**src/hrhp_pkg.sv**
```systemverilog
// Package for the HTTP response head parser: event codes, result records and
// the per-byte result bundle passed from the front end to the back end.
// No dependencies.
`default_nettype none
package hrhp_pkg;

	localparam int OFF_W  = 17;
	localparam int CODE_W = 10;
	localparam int MAX_RES = 3;
	localparam logic [OFF_W-1:0] OFF_MAX = '1;

	typedef enum logic [2:0] {
		EV_LINE       = 3'd0,
		EV_FOLD       = 3'd1,
		EV_STATUS     = 3'd2,
		EV_END        = 3'd3,
		EV_HEADERLESS = 3'd4,
		EV_BIG        = 3'd5
	} ev_t;

	typedef struct packed {
		ev_t               ev;
		logic [OFF_W-1:0]  pos;
		logic [OFF_W-1:0]  pend;
		logic              crf;
		logic [CODE_W-1:0] code;
		logic              ok;
		logic              inc;
	} rec_t;

	typedef struct packed {
		logic [1:0]             cnt;
		rec_t [MAX_RES-1:0]     rec;
	} bundle_t;

	function automatic rec_t mk_rec(ev_t ev, logic [OFF_W-1:0] pos, logic [OFF_W-1:0] pend,
		logic crf, logic [CODE_W-1:0] code, logic ok, logic inc);
		rec_t r;
		r.ev   = ev;
		r.pos  = pos;
		r.pend = pend;
		r.crf  = crf;
		r.code = code;
		r.ok   = ok;
		r.inc  = inc;
		return r;
	endfunction

	function automatic logic [OFF_W-1:0] sat_inc(logic [OFF_W-1:0] v);
		return (v == OFF_MAX) ? OFF_MAX : v + 1'b1;
	endfunction

endpackage
`default_nettype wire

```
**src/hrhp_front.sv**
```systemverilog
// Front end: accepts response bytes, runs the parse state and packs the
// results of each byte into one bundle. Depends on hrhp_pkg.
`default_nettype none
module hrhp_front import hrhp_pkg::*; (
	input  wire logic             clk,
	input  wire logic             arst_n,
	input  wire logic             in_fire,
	input  wire logic             kind,
	input  wire logic [7:0]       data_byte,
	input  wire logic             cfg_fire,
	input  wire logic [OFF_W-1:0] cfg_data,
	output bundle_t               bundle,
	output logic                  push
);

	typedef enum logic [2:0] {
		PH_PREFIX = 3'b001,
		PH_HEAD   = 3'b010,
		PH_DONE   = 3'b100
	} phase_t;

	typedef enum logic [2:0] {
		NL_NONE = 3'b001,
		NL_LF   = 3'b010,
		NL_LFCR = 3'b100
	} nl_t;

	typedef enum logic [9:0] {
		SP_VER0     = 10'b00_0000_0001,
		SP_VMAJ     = 10'b00_0000_0010,
		SP_VMIN     = 10'b00_0000_0100,
		SP_WS1      = 10'b00_0000_1000,
		SP_D1       = 10'b00_0001_0000,
		SP_D2       = 10'b00_0010_0000,
		SP_WS2      = 10'b00_0100_0000,
		SP_REASON   = 10'b00_1000_0000,
		SP_BAD      = 10'b01_0000_0000,
		SP_REPORTED = 10'b10_0000_0000
	} sp_t;

	phase_t            phase_q, phase_n;
	nl_t               nl_q, nl_n;
	sp_t               sp_q, sp_n;
	logic [2:0]        pidx_q, pidx_n;
	logic [OFF_W-1:0]  off_q, off_n;
	logic [OFF_W-1:0]  nl_off_q, nl_off_n;
	logic [CODE_W-1:0] val_q, val_n;
	logic [OFF_W-1:0]  rb_q, rb_n;
	logic [OFF_W-1:0]  rl_q, rl_n;
	logic              last_cr_q, last_cr_n;
	logic              lf_cr_q, lf_cr_n;
	logic [OFF_W-1:0]  limit_q;

	logic              st_emit;
	rec_t              st_rec;
	logic [7:0]        magic;
	logic [3:0]        dig;

	function automatic logic is_ws(logic [7:0] b);
		return b == 8'h20 || b == 8'h09 || b == 8'h0a || b == 8'h0b || b == 8'h0c ||
			b == 8'h0d;
	endfunction

	function automatic logic is_digit(logic [7:0] b);
		return b >= 8'h30 && b <= 8'h39;
	endfunction

	always_comb begin
		unique case (pidx_q[1:0])
			2'd0: magic = 8'h48;
			2'd1: magic = 8'h54;
			2'd2: magic = 8'h54;
			default: magic = 8'h50;
		endcase
	end

	assign dig = 4'(data_byte - 8'h30);

	// Status report as it would be given at the current offset.
	always_comb begin
		st_emit = (sp_q != SP_REPORTED);
		if (sp_q == SP_WS2)
			st_rec = mk_rec(EV_STATUS, off_q, off_q, 1'b0, val_q, 1'b1, 1'b0);
		else if (sp_q == SP_REASON)
			st_rec = mk_rec(EV_STATUS, rb_q, sat_inc(rl_q), 1'b0, val_q, 1'b1, 1'b0);
		else
			st_rec = mk_rec(EV_STATUS, '0, '0, 1'b0, '0, 1'b0, 1'b0);
	end

	always_comb begin
		logic [1:0] n;
		sp_t        eff;
		logic       stop;
		logic       term;
		n         = 2'd0;
		eff       = sp_q;
		stop      = 1'b0;
		term      = 1'b0;
		bundle    = '0;
		phase_n   = phase_q;
		nl_n      = nl_q;
		sp_n      = sp_q;
		pidx_n    = pidx_q;
		off_n     = off_q;
		nl_off_n  = nl_off_q;
		val_n     = val_q;
		rb_n      = rb_q;
		rl_n      = rl_q;
		last_cr_n = last_cr_q;
		lf_cr_n   = lf_cr_q;
		if (in_fire && phase_q != PH_DONE) begin
			if (kind) begin
				if (phase_q == PH_PREFIX && pidx_q == 3'd0) begin
					bundle.rec[n] = mk_rec(EV_HEADERLESS, '0, '0, 1'b0, 10'd200, 1'b1, 1'b0);
					n = n + 2'd1;
				end else begin
					bundle.rec[n] = mk_rec(EV_LINE, off_q, '0, 1'b0, '0, 1'b0, 1'b0);
					n = n + 2'd1;
					if (st_emit) begin
						bundle.rec[n] = st_rec;
						n = n + 2'd1;
					end
					sp_n = SP_REPORTED;
					bundle.rec[n] = mk_rec(EV_END, off_q, '0, 1'b0, '0, 1'b0, 1'b1);
					n = n + 2'd1;
				end
				phase_n = PH_DONE;
			end else if (phase_q == PH_PREFIX && data_byte != magic) begin
				bundle.rec[n] = mk_rec(EV_HEADERLESS, '0, '0, 1'b0, 10'd200, 1'b1, 1'b0);
				n = n + 2'd1;
				phase_n = PH_DONE;
			end else if (limit_q != '0 && off_q >= limit_q) begin
				bundle.rec[n] = mk_rec(EV_BIG, off_q, '0, 1'b0, '0, 1'b0, 1'b0);
				n = n + 2'd1;
				phase_n = PH_DONE;
			end else begin
				if (phase_q == PH_PREFIX) begin
					if (pidx_q == 3'd0) begin
						bundle.rec[n] = mk_rec(EV_LINE, '0, '0, 1'b0, '0, 1'b0, 1'b0);
						n = n + 2'd1;
					end
					pidx_n = pidx_q + 3'd1;
					if (pidx_q == 3'd3)
						phase_n = PH_HEAD;
				end else begin
					// A pending LF either folds or closes the line.
					if (nl_q == NL_LF) begin
						if (data_byte == 8'h20 || data_byte == 8'h09) begin
							bundle.rec[n] = mk_rec(EV_FOLD, nl_off_q,
								lf_cr_q ? nl_off_q - 1'b1 : '0, lf_cr_q, '0, 1'b0, 1'b0);
							n = n + 2'd1;
						end else begin
							bundle.rec[n] = mk_rec(EV_LINE, off_q, '0, 1'b0, '0, 1'b0, 1'b0);
							n = n + 2'd1;
							if (st_emit) begin
								bundle.rec[n] = st_rec;
								n = n + 2'd1;
							end
							eff = SP_REPORTED;
						end
					end
					// Status line scan; version states fall through to WS1.
					unique case (eff)
						SP_VER0: begin
							if (data_byte == 8'h2f) begin
								sp_n = SP_VMAJ;
								stop = 1'b1;
							end else eff = SP_WS1;
						end
						SP_VMAJ: begin
							if (is_digit(data_byte)) stop = 1'b1;
							else if (data_byte == 8'h2e) begin
								sp_n = SP_VMIN;
								stop = 1'b1;
							end else eff = SP_WS1;
						end
						SP_VMIN: begin
							if (is_digit(data_byte)) stop = 1'b1;
							else eff = SP_WS1;
						end
						default: ;
					endcase
					if (!stop) begin
						sp_n = eff;
						unique case (eff)
							SP_WS1: begin
								if (!is_ws(data_byte)) begin
									if (is_digit(data_byte)) begin
										val_n = {6'd0, dig} * 10'd100;
										sp_n  = SP_D1;
									end else sp_n = SP_BAD;
								end
							end
							SP_D1: begin
								if (is_digit(data_byte)) begin
									val_n = val_q + {6'd0, dig} * 10'd10;
									sp_n  = SP_D2;
								end else sp_n = SP_BAD;
							end
							SP_D2: begin
								if (is_digit(data_byte)) begin
									val_n = val_q + {6'd0, dig};
									sp_n  = SP_WS2;
								end else sp_n = SP_BAD;
							end
							SP_WS2: begin
								if (!is_ws(data_byte)) begin
									rb_n = off_q;
									rl_n = off_q;
									sp_n = SP_REASON;
								end
							end
							SP_REASON: begin
								if (!is_ws(data_byte)) rl_n = off_q;
							end
							default: ;
						endcase
					end
					term = (data_byte == 8'h0a) && (nl_q != NL_NONE);
					if (data_byte == 8'h0a) begin
						nl_n     = NL_LF;
						nl_off_n = off_q;
						lf_cr_n  = last_cr_q;
					end else if (data_byte == 8'h0d && nl_q == NL_LF) begin
						nl_n = NL_LFCR;
					end else begin
						nl_n = NL_NONE;
					end
					last_cr_n = (data_byte == 8'h0d);
					if (term) begin
						bundle.rec[n] = mk_rec(EV_END, sat_inc(off_q), '0, 1'b0, '0, 1'b0, 1'b0);
						n = n + 2'd1;
						phase_n = PH_DONE;
					end
				end
				off_n = sat_inc(off_q);
			end
		end
		bundle.cnt = n;
		push = (n != 2'd0);
	end

	always_ff @(posedge clk or negedge arst_n) begin
		if (!arst_n) begin
			phase_q   <= PH_PREFIX;
			nl_q      <= NL_NONE;
			sp_q      <= SP_VER0;
			pidx_q    <= '0;
			off_q     <= '0;
			nl_off_q  <= '0;
			val_q     <= '0;
			rb_q      <= '0;
			rl_q      <= '0;
			last_cr_q <= 1'b0;
			lf_cr_q   <= 1'b0;
			limit_q   <= OFF_W'(65536);
		end else begin
			phase_q   <= phase_n;
			nl_q      <= nl_n;
			sp_q      <= sp_n;
			pidx_q    <= pidx_n;
			off_q     <= off_n;
			nl_off_q  <= nl_off_n;
			val_q     <= val_n;
			rb_q      <= rb_n;
			rl_q      <= rl_n;
			last_cr_q <= last_cr_n;
			lf_cr_q   <= lf_cr_n;
			if (cfg_fire) limit_q <= cfg_data;
		end
	end

endmodule
`default_nettype wire

```
**src/hrhp_queue.sv**
```systemverilog
// Short bundle queue between the parse front end and the result back end.
// Depends on hrhp_pkg.
`default_nettype none
module hrhp_queue import hrhp_pkg::*; #(
	parameter int DEPTH = 2
) (
	input  wire logic    clk,
	input  wire logic    arst_n,
	input  wire logic    push,
	input  wire bundle_t wr_data,
	input  wire logic    pop,
	output bundle_t      rd_data,
	output logic         full,
	output logic         not_empty
);

	localparam int PW = $clog2(DEPTH);
	localparam int CW = $clog2(DEPTH + 1);

	bundle_t         mem_q [DEPTH];
	logic [PW-1:0]   wp_q, rp_q;
	logic [CW-1:0]   cnt_q;

	assign full      = (cnt_q == CW'(DEPTH));
	assign not_empty = (cnt_q != '0);
	assign rd_data   = mem_q[rp_q];

	always_ff @(posedge clk) begin
		if (push) mem_q[wp_q] <= wr_data;
	end

	always_ff @(posedge clk or negedge arst_n) begin
		if (!arst_n) begin
			wp_q  <= '0;
			rp_q  <= '0;
			cnt_q <= '0;
		end else begin
			if (push) wp_q <= (wp_q == PW'(DEPTH - 1)) ? '0 : wp_q + 1'b1;
			if (pop)  rp_q <= (rp_q == PW'(DEPTH - 1)) ? '0 : rp_q + 1'b1;
			cnt_q <= cnt_q + CW'(push) - CW'(pop);
		end
	end

endmodule
`default_nettype wire

```
**src/hrhp_back.sv**
```systemverilog
// Back end: unpacks each bundle into single result requests and tags the
// last one of each byte. Depends on hrhp_pkg.
`default_nettype none
module hrhp_back import hrhp_pkg::*; (
	input  wire logic    clk,
	input  wire logic    arst_n,
	input  wire bundle_t q_data,
	input  wire logic    q_valid,
	output logic         q_pop,
	output logic         out_valid,
	input  wire logic    out_ready,
	output rec_t         rec,
	output logic         last
);

	bundle_t    cur_q;
	logic [1:0] idx_q;
	logic       busy_q;
	logic       take;

	assign out_valid = busy_q;
	assign rec       = cur_q.rec[idx_q];
	assign last      = (idx_q == cur_q.cnt - 2'd1);
	assign take      = busy_q && out_ready;
	assign q_pop     = q_valid && (!busy_q || (take && last));

	always_ff @(posedge clk) begin
		if (q_pop) cur_q <= q_data;
	end

	always_ff @(posedge clk or negedge arst_n) begin
		if (!arst_n) begin
			busy_q <= 1'b0;
			idx_q  <= '0;
		end else if (q_pop) begin
			busy_q <= 1'b1;
			idx_q  <= '0;
		end else if (take) begin
			if (last) busy_q <= 1'b0;
			else idx_q <= idx_q + 2'd1;
		end
	end

endmodule
`default_nettype wire

```
**src/http_response_head_parser.sv**
```systemverilog
// HTTP response head parser, top level. Depends on hrhp_pkg, hrhp_front,
// hrhp_queue and hrhp_back.
// Throughput: one byte per cycle while the result side keeps up; a byte that
// yields more than one result (up to 3) holds the result port until all are taken.
// Path: the first result of a byte is written into the queue at the edge that
// accepts its request, then loaded into the back end's register and offered.
// Reset: arst_n clears all parse state and queues at once; the size limit
// returns to 65536. No clearing pass.
`default_nettype none
module http_response_head_parser import hrhp_pkg::*; #(
	parameter int QUEUE_DEPTH = 2
) (
	input  wire logic              clk,
	input  wire logic              arst_n,
	input  wire logic              in_valid,
	output logic                   in_ready,
	input  wire logic              kind,
	input  wire logic [7:0]        data_byte,
	input  wire logic              cfg_valid,
	output logic                   cfg_ready,
	input  wire logic [OFF_W-1:0]  cfg_data,
	output logic                   out_valid,
	input  wire logic              out_ready,
	output logic [2:0]             event_res,
	output logic [OFF_W-1:0]       position,
	output logic [OFF_W-1:0]       position_end,
	output logic                   cr_folded,
	output logic [CODE_W-1:0]      status_code,
	output logic                   status_ok,
	output logic                   incomplete,
	output logic                   last_of_run
);

	bundle_t f_bundle, q_bundle;
	logic    f_push, q_full, q_nonempty, q_pop;
	rec_t    b_rec;

	// Take a byte whenever the queue has a free slot, even while results wait.
	assign in_ready  = !q_full;
	assign cfg_ready = 1'b1;

	hrhp_front u_front (
		.clk       (clk),
		.arst_n    (arst_n),
		.in_fire   (in_valid && in_ready),
		.kind      (kind),
		.data_byte (data_byte),
		.cfg_fire  (cfg_valid && cfg_ready),
		.cfg_data  (cfg_data),
		.bundle    (f_bundle),
		.push      (f_push)
	);

	// Bytes without results are dropped before the queue.
	hrhp_queue #(.DEPTH(QUEUE_DEPTH)) u_queue (
		.clk       (clk),
		.arst_n    (arst_n),
		.push      (f_push),
		.wr_data   (f_bundle),
		.pop       (q_pop),
		.rd_data   (q_bundle),
		.full      (q_full),
		.not_empty (q_nonempty)
	);

	hrhp_back u_back (
		.clk       (clk),
		.arst_n    (arst_n),
		.q_data    (q_bundle),
		.q_valid   (q_nonempty),
		.q_pop     (q_pop),
		.out_valid (out_valid),
		.out_ready (out_ready),
		.rec       (b_rec),
		.last      (last_of_run)
	);

	assign event_res    = b_rec.ev;
	assign position     = b_rec.pos;
	assign position_end = b_rec.pend;
	assign cr_folded    = b_rec.crf;
	assign status_code  = b_rec.code;
	assign status_ok    = b_rec.ok;
	assign incomplete   = b_rec.inc;

	// Terminal events always close their run.
	a_term_last: assert property (@(posedge clk) disable iff (!arst_n)
		out_valid && (event_res == EV_END || event_res == EV_HEADERLESS ||
		event_res == EV_BIG) |-> last_of_run)
		else $error("terminal event not last of run");

	// Nothing follows a delivered terminal event.
	a_term_quiet: assert property (@(posedge clk) disable iff (!arst_n)
		out_valid && out_ready && (event_res == EV_END || event_res == EV_HEADERLESS ||
		event_res == EV_BIG) |=> !out_valid)
		else $error("result after terminal event");

	// Headerless reports status 200 as well formed.
	a_headerless: assert property (@(posedge clk) disable iff (!arst_n)
		out_valid && event_res == EV_HEADERLESS |-> status_code == 10'd200 && status_ok)
		else $error("bad headerless fields");

endmodule
`default_nettype wire
```
**config.mk**
```make
export PLATFORM = sky130hd
export DESIGN_NAME = http_response_head_parser
export DESIGN_NICKNAME = d
export VERILOG_FILES = /design/src/hrhp_pkg.sv /design/src/hrhp_front.sv /design/src/hrhp_queue.sv /design/src/hrhp_back.sv /design/src/http_response_head_parser.sv
export SDC_FILE = /design/constraint.sdc
export NUM_CORES = 1
export LEC_CHECK = 0
export ABC_AREA = 1
export ABC_CLOCK_PERIOD_IN_PS = 9180
export BUFFER_PORTS_ARGS = -buffer_cell sky130_fd_sc_hd__buf_4
export CAP_MARGIN = 25
export CORE_MARGIN = 2
export CORE_UTILIZATION = 39
export CTS_BUF_LIST = sky130_fd_sc_hd__clkbuf_4
export DETAILED_ROUTE_END_ITERATION = 16
export GPL_TIMING_DRIVEN = 1
export HOLD_SLACK_MARGIN = 0.15
export PLACE_DENSITY_LB_ADDON = 0.15
export SETUP_SLACK_MARGIN = 0.15
export SLEW_MARGIN = 10
export SYNTH_ARGS = -nofsm -noshare
export SYNTH_HDL_FRONTEND = slang
export SYNTH_SLANG_ARGS = --single-unit
```
**constraint.sdc**
```tcl
create_clock -name clk -period 9.18 [get_ports clk]
set_input_delay 0.459 -clock clk [delete_from_list [all_inputs] [get_ports clk]]
set_output_delay 0.459 -clock clk [all_outputs]
set_load 0.01 [all_outputs]
```
==> results.ini <==
[outcome]
status = completed

[route]
vias_per_cell = 5.19
drt_iter0_drc = 1608
drc = 0
wl_um = 68300
antenna_left = 0
vias = 17800
drt_first_pass_iters = 6
wl_per_cell_um = 19.9

[global_routing]
grt_max_degree = 63
grt_first_pass_wirelength_um = 105000
gr-total-overflow = 0
grt_pass1_vias = 17400
antenna_found_initial = 1
grt_usage = 0.231

[placed_design]
place_ws_ns = 3.91
place.gp.congestion = 0.936
place_area_um2 = 23800
dp_hpwl_um = 47600
portBuffers = 83

[synth]
synth_nets = 2482
ys_seq_area_frac = 0.572
synth_edf_count = 324
synth_warnings = 0
avgSynthCellArea_um2 = 9.38
syn-cell-area_um2 = 22400
synthArstFlopShare = 0.275
synth-seq-cells = 447
netlist_instances = 2390
synth-main-ff-cell = edfxtp_1
yosysUniqueCellTypes = 60

[clock_network]
cts_buffers = 119
h-tree-depth = 3
clk_latency_ns = 0.89
post-cts-setup-buffers = 0
tritoncts = yes
clk_pin_slew_worst_paths_ns = 0.06
clock-sinks = 447
root_buffer = clkbuf_4
cts.path.max_buffers = 3

[timing]
min_period_ns = 5.04
final_hold_viol_count = 0
setup_ws_ns = 4.14
setup_violations = 0
slew_headroom = 0.293
whs_ns = 0.244
fin_setup_tns_ns = 0
rsz0062_at_grt = false
slew_violations = 0
fin_worst_skew_ns = 0.0439
fmax_ghz = 0.198
finalCritPeriodShare = 0.549
worst_slew_pin_slew_ns = 1.06

[floorplan]
dieWidth_um = 244
rows = 87
ios = 85
core_um2 = 56600
dieArea_um2 = 59400
start_util = 0.396
die_height_um = 244

[finish]
num-nets-final = 2674
final_cell_mix = nand2_1, edfxtp_1, clkbuf_4, inv_1, nor2_1
final_common_cell = nand2_1
syn2layout_area_growth_pct = 15.8
fin_util = 0.458
drive_above_1_share = 0.151
fin_area_um2 = 25900

[pwr]
p_leak_nw = 10.6
power_density_nw_per_um2 = 220
ir_worst_vdd_uv = 140

[critical_path]
worstPathRequired_ns = 9.66
rr_startpoint = u_front.off_q[0]
path_class = flop to flop
worst_r2r_path_depth = 16
crit_path_start_kind = flop
reg2reg_slack_ns = 4.14
reg2reg_to = u_queue.mem_q[1][19]
critical_path_arrival_ns = 5.52
worst-path-max-fanout = 58
critPathCaptureType = flop

[run]
cap_violations = 0

[hold_path]
hold_start = in_valid
hold_depth = 6
min_path_type = input pin to flop
hold_end = u_front.phase_q[1]

==> routing by layer <==
layer | global-route usage | wire [µm] | up-vias | part of all wire
li1 | - | - | 8575 | -
met1 | 0.344 | 33200 | 8556 | 0.49
met3 | 0.0386 | 3880 | 109 | 0.057
met5 | 0 | 0 | - | 0
met4 | 0.0814 | 1750 | 0 | 0.026
met2 | 0.340 | 29400 | 585 | 0.43
==> cells in the mapped netlist, drive strengths merged (2+ instances only) <==
cell     instances  area [µm²]
nand2          743        2840
edfxtp         324        9730
inv            206         776
o21ai          199        1070
nor2           195         792
dfrtp          119        2980
a21oi           86         434
nand3           78         440
clkbuf          77         289
ha              57         713
nor3            42         231
nand4           36         253
xor2            35         307
a22oi           29         218
o22ai           25         156
buf             21         135
a22o            18         158
o211ai          15         126
a211oi          14         105
xnor2           13         114
a31oi           12        75.1
nor4             9        56.3
o2111ai          5        43.8
dfstp            4         105
fa               4        80.1
nand3b           4        30.0
or2              4        25.0
a21o             2        15.0
clkinv           2        7.51
o31ai            2        28.8
==> worst max-delay path: stages, from the launching register on <==
cell     delay [ns]
dfrtp_1        0.59
inv_1          0.30
ha_1           0.36
nand4_1        0.10
nor2_1         0.11
nand4_1        0.08
nand4_1        0.11
nand2_1        0.41
inv_1          0.45
nor2_1         0.12
nand4_1        0.09
nand3_1        0.13
nand2_1        0.14
inv_1          0.12
nor2_4         0.10
buf_4          0.59
buf_4          0.75
==> registers in the layout, summed over array words and instances, names as in the netlist, 3 cells and up <==
name and count:
u_front.rb_q 17, u_front.limit_q 17, u_front.phase_q 3, u_front.val_q 10, u_front.nl_q 3, u_front.nl_off_q 17, u_front.pidx_q 3, u_front.rl_q 17
u_queue.mem_q 216, u_back.cur_q 108, u_front.off_q 17, u_front.sp_q 10
==> metrics by stage <==
stage               power [mW]  instances
global route              6.06       3432
detailed placement        4.00       3157
finish                    5.69       3434
CTS                       5.79       3431
global placement          3.99       3153
floorplan                 3.38       2390
==> final cells by class <==
type / instances / area (µm²)
Fill cell: 5491 / 30700
Sequential cell: 447 / 12800
Multi-Input combinational cell: 1637 / 8420
Timing Repair Buffer: 169 / 1440
Clock buffer: 183 / 1370
Tap cell: 756 / 946
Inverter: 208 / 787
Clock inverter: 31 / 149
Antenna cell: 3 / 7.51
==> where the power goes <==
part | switching [mW] | internal, mW
Combinational | 0.905 | 0.514
Clock | 0.832 | 0.907
Sequential | 0.0950 | 2.44
Total | 1.83 | 3.86
==> kinds of logic (layout without fill, tap and decap cells) <==
family,count (synthesis),in the layout,share of synthesized area
muxes,1,1,0.000503
DFF,447,447,0.572
adders and majority gates,61,61,0.0354
other,1,4,0.000167
AOI/OAI and AO/OA,412,412,0.110
and+or+nand+nor,1114,1114,0.209
xor gates and xnor gates,48,48,0.0188
buffers and inverters,306,591,0.0539
==> how the worst max path moves through the flow <==
stage                     startpoint                    end  cells past startpoint
floorplan               data_byte[2]  u_queue.mem_q[1][100]                     16
global placement        data_byte[2]   u_queue.mem_q[1][16]                     20
detailed placement      data_byte[2]   u_queue.mem_q[0][16]                     20
CTS                 u_front.off_q[0]   u_queue.mem_q[1][63]                     16
global route        u_front.off_q[0]   u_queue.mem_q[1][65]                     16
finish              u_front.off_q[0]   u_queue.mem_q[1][19]                     16
==> repair_timing <==
item	CTS	global route
gates resized for setup	0	0
endpoints found under the hold margin	92	0
hold buffers	60	0
Power figures use the tool's default switching activity.
